===== src/rtl/core/slk_pkg.sv =====
// ----------------------------------------------------------------------------
// slk_pkg: shared types for the sorted key list
// Request and status codes, controller states and the cell command bundle.
// ----------------------------------------------------------------------------
package slk_pkg;

    localparam int KEY_W    = 32;
    localparam int POS_W    = 6;
    localparam int STATUS_W = 3;
    localparam int REQ_W    = 2;
    localparam int PADDR_W  = 3;

    typedef enum logic [REQ_W-1:0] {
        REQ_INSERT = 2'd0,
        REQ_REMOVE = 2'd1,
        REQ_SEARCH = 2'd2,
        REQ_DUMP   = 2'd3
    } req_type_t;

    typedef enum logic [STATUS_W-1:0] {
        ST_INSERTED  = 3'd0,
        ST_REMOVED   = 3'd1,
        ST_FOUND     = 3'd2,
        ST_NOT_FOUND = 3'd3,
        ST_DUPLICATE = 3'd4,
        ST_FULL      = 3'd5,
        ST_DUMP_ITEM = 3'd6,
        ST_EMPTY     = 3'd7
    } status_t;

    typedef enum logic [1:0] {
        S_IDLE,
        S_CMP,
        S_EXEC,
        S_DUMP
    } state_t;

    // what every cell does in a cycle
    typedef enum logic [2:0] {
        CELL_HOLD,
        CELL_CMP,
        CELL_INS,
        CELL_DEL,
        CELL_SH_DN,
        CELL_SH_UP
    } cell_op_t;

    typedef struct packed {
        cell_op_t                 op;
        logic signed [KEY_W-1:0]  key;
    } cell_cmd_t;

endpackage


===== src/rtl/core/slk_cell.sv =====
// ----------------------------------------------------------------------------
// slk_cell: one slot of the sorted key chain
// Holds a key, compares it with the broadcast key and shifts to or from its
// neighbours on insert, remove and dump rotation.
// ----------------------------------------------------------------------------
module slk_cell
    import slk_pkg::*;
(
    input  logic                    aclk,
    input  cell_cmd_t               cmd,
    input  logic                    occupied,
    input  logic signed [KEY_W-1:0] prev_key,
    input  logic                    prev_lt,
    input  logic signed [KEY_W-1:0] next_key,
    output logic signed [KEY_W-1:0] key_q,
    output logic                    lt_q,
    output logic                    eq_q
);

    logic signed [KEY_W-1:0] key_reg, key_next;
    logic                    lt_reg, lt_next;
    logic                    eq_reg, eq_next;

    // next key and compare flags
    always_comb begin
        key_next = key_reg;
        lt_next  = lt_reg;
        eq_next  = eq_reg;
        case (cmd.op)
            CELL_CMP: begin
                lt_next = occupied && (key_reg < cmd.key);
                eq_next = occupied && (key_reg == cmd.key);
            end
            CELL_INS: begin
                // first cell not below the new key takes it, the rest move up
                if (!lt_reg) begin
                    key_next = prev_lt ? cmd.key : prev_key;
                end
            end
            CELL_DEL: begin
                if (!lt_reg) begin
                    key_next = next_key;
                end
            end
            CELL_SH_DN: key_next = next_key;
            CELL_SH_UP: key_next = prev_key;
            default: ;
        endcase
    end

    always_ff @(posedge aclk) begin
        key_reg <= key_next;
        lt_reg  <= lt_next;
        eq_reg  <= eq_next;
    end

    assign key_q = key_reg;
    assign lt_q  = lt_reg;
    assign eq_q  = eq_reg;

endmodule


===== config.mk =====
export PLATFORM = sky130hd
export DESIGN_NAME = slk_cell
export DESIGN_NICKNAME = d
export VERILOG_FILES = /design/src/rtl/core/slk_pkg.sv /design/src/rtl/core/slk_cell.sv
export SDC_FILE = /design/constraint.sdc
export NUM_CORES = 1
export LEC_CHECK = 0
export BUFFER_PORTS_ARGS = -buffer_cell sky130_fd_sc_hd__buf_4
export CAP_MARGIN = 25
export CORE_MARGIN = 3
export CORE_UTILIZATION = 40
export DETAILED_ROUTE_END_ITERATION = 6
export PLACE_DENSITY = 0.74
export SYNTH_ARGS = -nofsm -noshare
export SYNTH_HDL_FRONTEND = slang
export SYNTH_SLANG_ARGS = --single-unit
export TNS_END_PERCENT = 10

===== constraint.sdc =====
create_clock -name aclk -period 7.5 [get_ports aclk]
set_input_delay 0 -clock aclk [delete_from_list [all_inputs] [get_ports aclk]]
set_output_delay 0 -clock aclk [all_outputs]
set_load 0.1 [all_outputs]

==> flow_metrics.py <==
metrics = {
    "routing": {
        "drtAntennaViolNets": 0,
        "drt-initial-drc-count": 184,
        "wirelength_mm": 7.26,
        "first_pass_iters": 7,
        "wire_per_inst_um": 16.1,
        "num_vias": 2417,
        "route.detailed.drc": 0,
        "viasPerCell": 5.37,
    },
    "synth": {
        "synth_compound_area_frac": 0.210,
        "synth.area.mux_share": 0.00420,
        "async_reset_ff_frac": 0,
        "yosys.area_share.simple": 0.0693,
        "synth-xor-area-share": 0,
        "synth_ff_type": "edfxtp_1",
        "synth_top_family_by_area": "compound AO/OA/AOI/OAI gates",
        "synth_area_per_cell_um2": 10.2,
        "synth_cell_types": 29,
        "netlist_instances": 234,
        "synth_fp_nets": 368,
        "synth-seq-area-share": 0.429,
        "synth-edff-count": 34,
        "syn-cell-area_um2": 2380,
        "yosys_warnings": 0,
        "synth-adder-area-share": 0.168,
        "synth.ff_latch_count": 34,
    },
    "setup_path": {
        "cp-start-kind": "register",
        "r2r_start": "key_q[23]",
        "critPathTopFamily": "simple AND/OR/NAND/NOR gates",
        "path_class": "reg2reg",
        "cp_slowest_cell": "nor4bb_1",
        "worstRegToRegCells": 6,
        "crit_chain": "ha_1, and4_1, nor4bb_1, nor2_1, a31oi_1, mux2i_1",
        "slowest_delay_ns": 0.45,
        "endpoint_kind": "register",
        "cp.required_ns": 7.52,
        "r2r-end": "lt_q",
        "cp-startpoint": "key_q[23]",
        "crit_end": "lt_q",
        "crit_fanout": 3,
        "r2r_slack_ns": 5.51,
        "critPathBufInv": 0,
        "crit_arrival_ns": 2.02,
        "cp.depth": 6,
    },
    "die": {
        "pin_count": 136,
        "rows": 27,
        "core_area_um2": 5640,
        "fp.dieH_um": 83.2,
        "start_util": 0.422,
        "die_area_um2": 6920,
        "die_w_um": 83.2,
    },
    "finish": {
        "nNetsFinal": 512,
        "final_util": 0.649,
        "diodes": 0,
        "mostFrequentLayoutCell": "buf_4",
        "final_cell_mix": "buf_4, inv_1, edfxtp_1",
        "drive_gt1_frac": 0.389,
        "final.fill_count": 500,
        "syn_to_final_growth_pct": 53.7,
        "seq_area_um2": 1020,
        "multi_input_area_um2": 1090,
        "fin_area_um2": 3660,
    },
    "placement": {
        "place.gp.congestion": 0.821,
        "place_area_um2": 3480,
        "hpwl_mm": 5.63,
        "numPortBuffers": 135,
    },
    "global_routing": {
        "overflow": 0,
        "grt_pass1_wl_mm": 11.6,
        "antenna_found_initial": 0,
        "grt_pass1_vias": 2445,
        "grt_max_degree": 34,
        "grt_usage": 0.206,
    },
    "sta": {
        "setup-tns-final_ns": 0,
        "rsz0062_at_grt": "false",
        "max_freq_mhz": 502,
        "worstMarginPinSlew_ns": 0.716,
        "period_needed_ns": 1.99,
        "setup_viol": 0,
        "skew_ns": 0.00193,
        "fin_crit_sh": 0.266,
        "relSlewSlack": 0.523,
        "finalMaxSlewViolations": 0,
        "hold_viol": 0,
    },
    "pwr": {
        "netSwitchingPower_uw": 246,
        "switching_share": 0.389,
        "power_frac_seq": 0.376,
        "leakagePower_nw": 1.89,
        "intPower_uw": 388,
        "power_frac_comb": 0.427,
        "powerDensity_nw_per_um2": 173,
        "ir_drop_mv": 0.105,
        "power.total_uw": 634,
        "clkPwrFrac": 0.197,
    },
    "clock_network": {
        "numCtsBuffers": 5,
        "htree_levels": 2,
        "cts_resized": 0,
        "clk_pin_slew_worst_paths_ns": 0.07,
        "cts_buffer_depth": 2,
        "cts_tree": "built",
        "post-cts-setup-buffers": 0,
        "cts.sink_count": 34,
        "clockRootBuffer": "clkbuf_8",
        "clk_latency_ns": 0.27,
        "hold_buffers": 8,
    },
    "outcome": {
        "status": "finished clean",
    },
    "hold_path": {
        "worstHoldStart": "prev_key[15]",
        "hold_path_class": "in2reg",
    },
    "flow_run": {
        "drv_cap": 0,
    },
}
## cell usage after synthesis (all sizes together), types with 2 or more instances
master / instances / area [µm²]
and4: 2 / 17.5
edfxtp: 34 / 1020
clkbuf: 6 / 22.5
nand2b: 4 / 25.0
a21o: 2 / 15.0
buf: 3 / 15.0
a21oi: 14 / 70.1
nand3: 2 / 10.0
nor2: 2 / 7.51
nand4: 4 / 25.0
inv: 66 / 248
a222oi: 32 / 320
nand2: 10 / 37.5
ha: 32 / 400
o21ai: 7 / 35.0
## worst register-to-register path, stage by stage (launching register included)
cell	delay, ns
edfxtp_1	0.39
ha_1	0.32
and4_1	0.23
nor4bb_1	0.45
nor2_1	0.07
a31oi_1	0.19
mux2i_1	0.09
## routing by layer
metal,part of all wire,up-vias,global-route usage
met5,0,-,0
met4,0.020,0,0.0669
met3,0.062,12,0.0496
met2,0.53,95,0.368
met1,0.38,1139,0.241
li1,-,1171,-
## worst min-delay path by stage
stage / cells past startpoint / slack (ns) / to
floorplan: 2 / 0.19 / key_q[0]
detailed placement: 3 / 0.29 / key_q[5]
finish: 3 / 0.006 / key_q[15]
CTS: 3 / 0.0004 / key_q[26]
global route: 3 / 0.008 / key_q[15]
global placement: 3 / 0.28 / key_q[29]
## flip-flops by register name, indices dropped and copies added, names as in the netlist
name / cells
key_q: 32
lt_q: 1
eq_q: 1
## metrics by stage
stage | worst slack (ns) | cells | hold WS (ns)
after floorplan | 3.81 | 234 | 0.194
after global placement | 5.59 | 434 | 0.281
after detailed placement | 5.51 | 434 | 0.285
after CTS | 5.50 | 449 | 0.000450
after global routing | 5.37 | 450 | 0.00834
final | 5.51 | 450 | 0.00648
## final cells by class
type | instances | area share
Clock buffer | 7 | 0.0208
Inverter | 66 | 0.0676
Multi-Input combinational cell | 125 | 0.298
Sequential cell | 34 | 0.279
Tap cell | 72 | 0.0246
Timing Repair Buffer | 146 | 0.310
## power groups by stage
stage | registers (mW) | clock network (mW) | logic [mW]
2_1_floorplan | 0.346 | 0 | 0.0722
3_3_place_gp | 0.242 | 0 | 0.261
3_5_place_dp | 0.243 | 0 | 0.265
4_1_cts | 0.239 | 0.129 | 0.269
5_1_grt | 0.240 | 0.136 | 0.291
6_report | 0.238 | 0.125 | 0.271
## kinds of logic (layout without fill, tap and decap cells)
| family | count (synthesis) | count (layout) |
|---|---|---|
| buf+inv | 75 | 219 |
| simple gates | 30 | 30 |
| mux | 1 | 1 |
| compound gates | 62 | 62 |
| fa+ha+maj | 32 | 32 |
| flops | 34 | 34 |
Note: power is estimated with default switching activity, not from simulation.
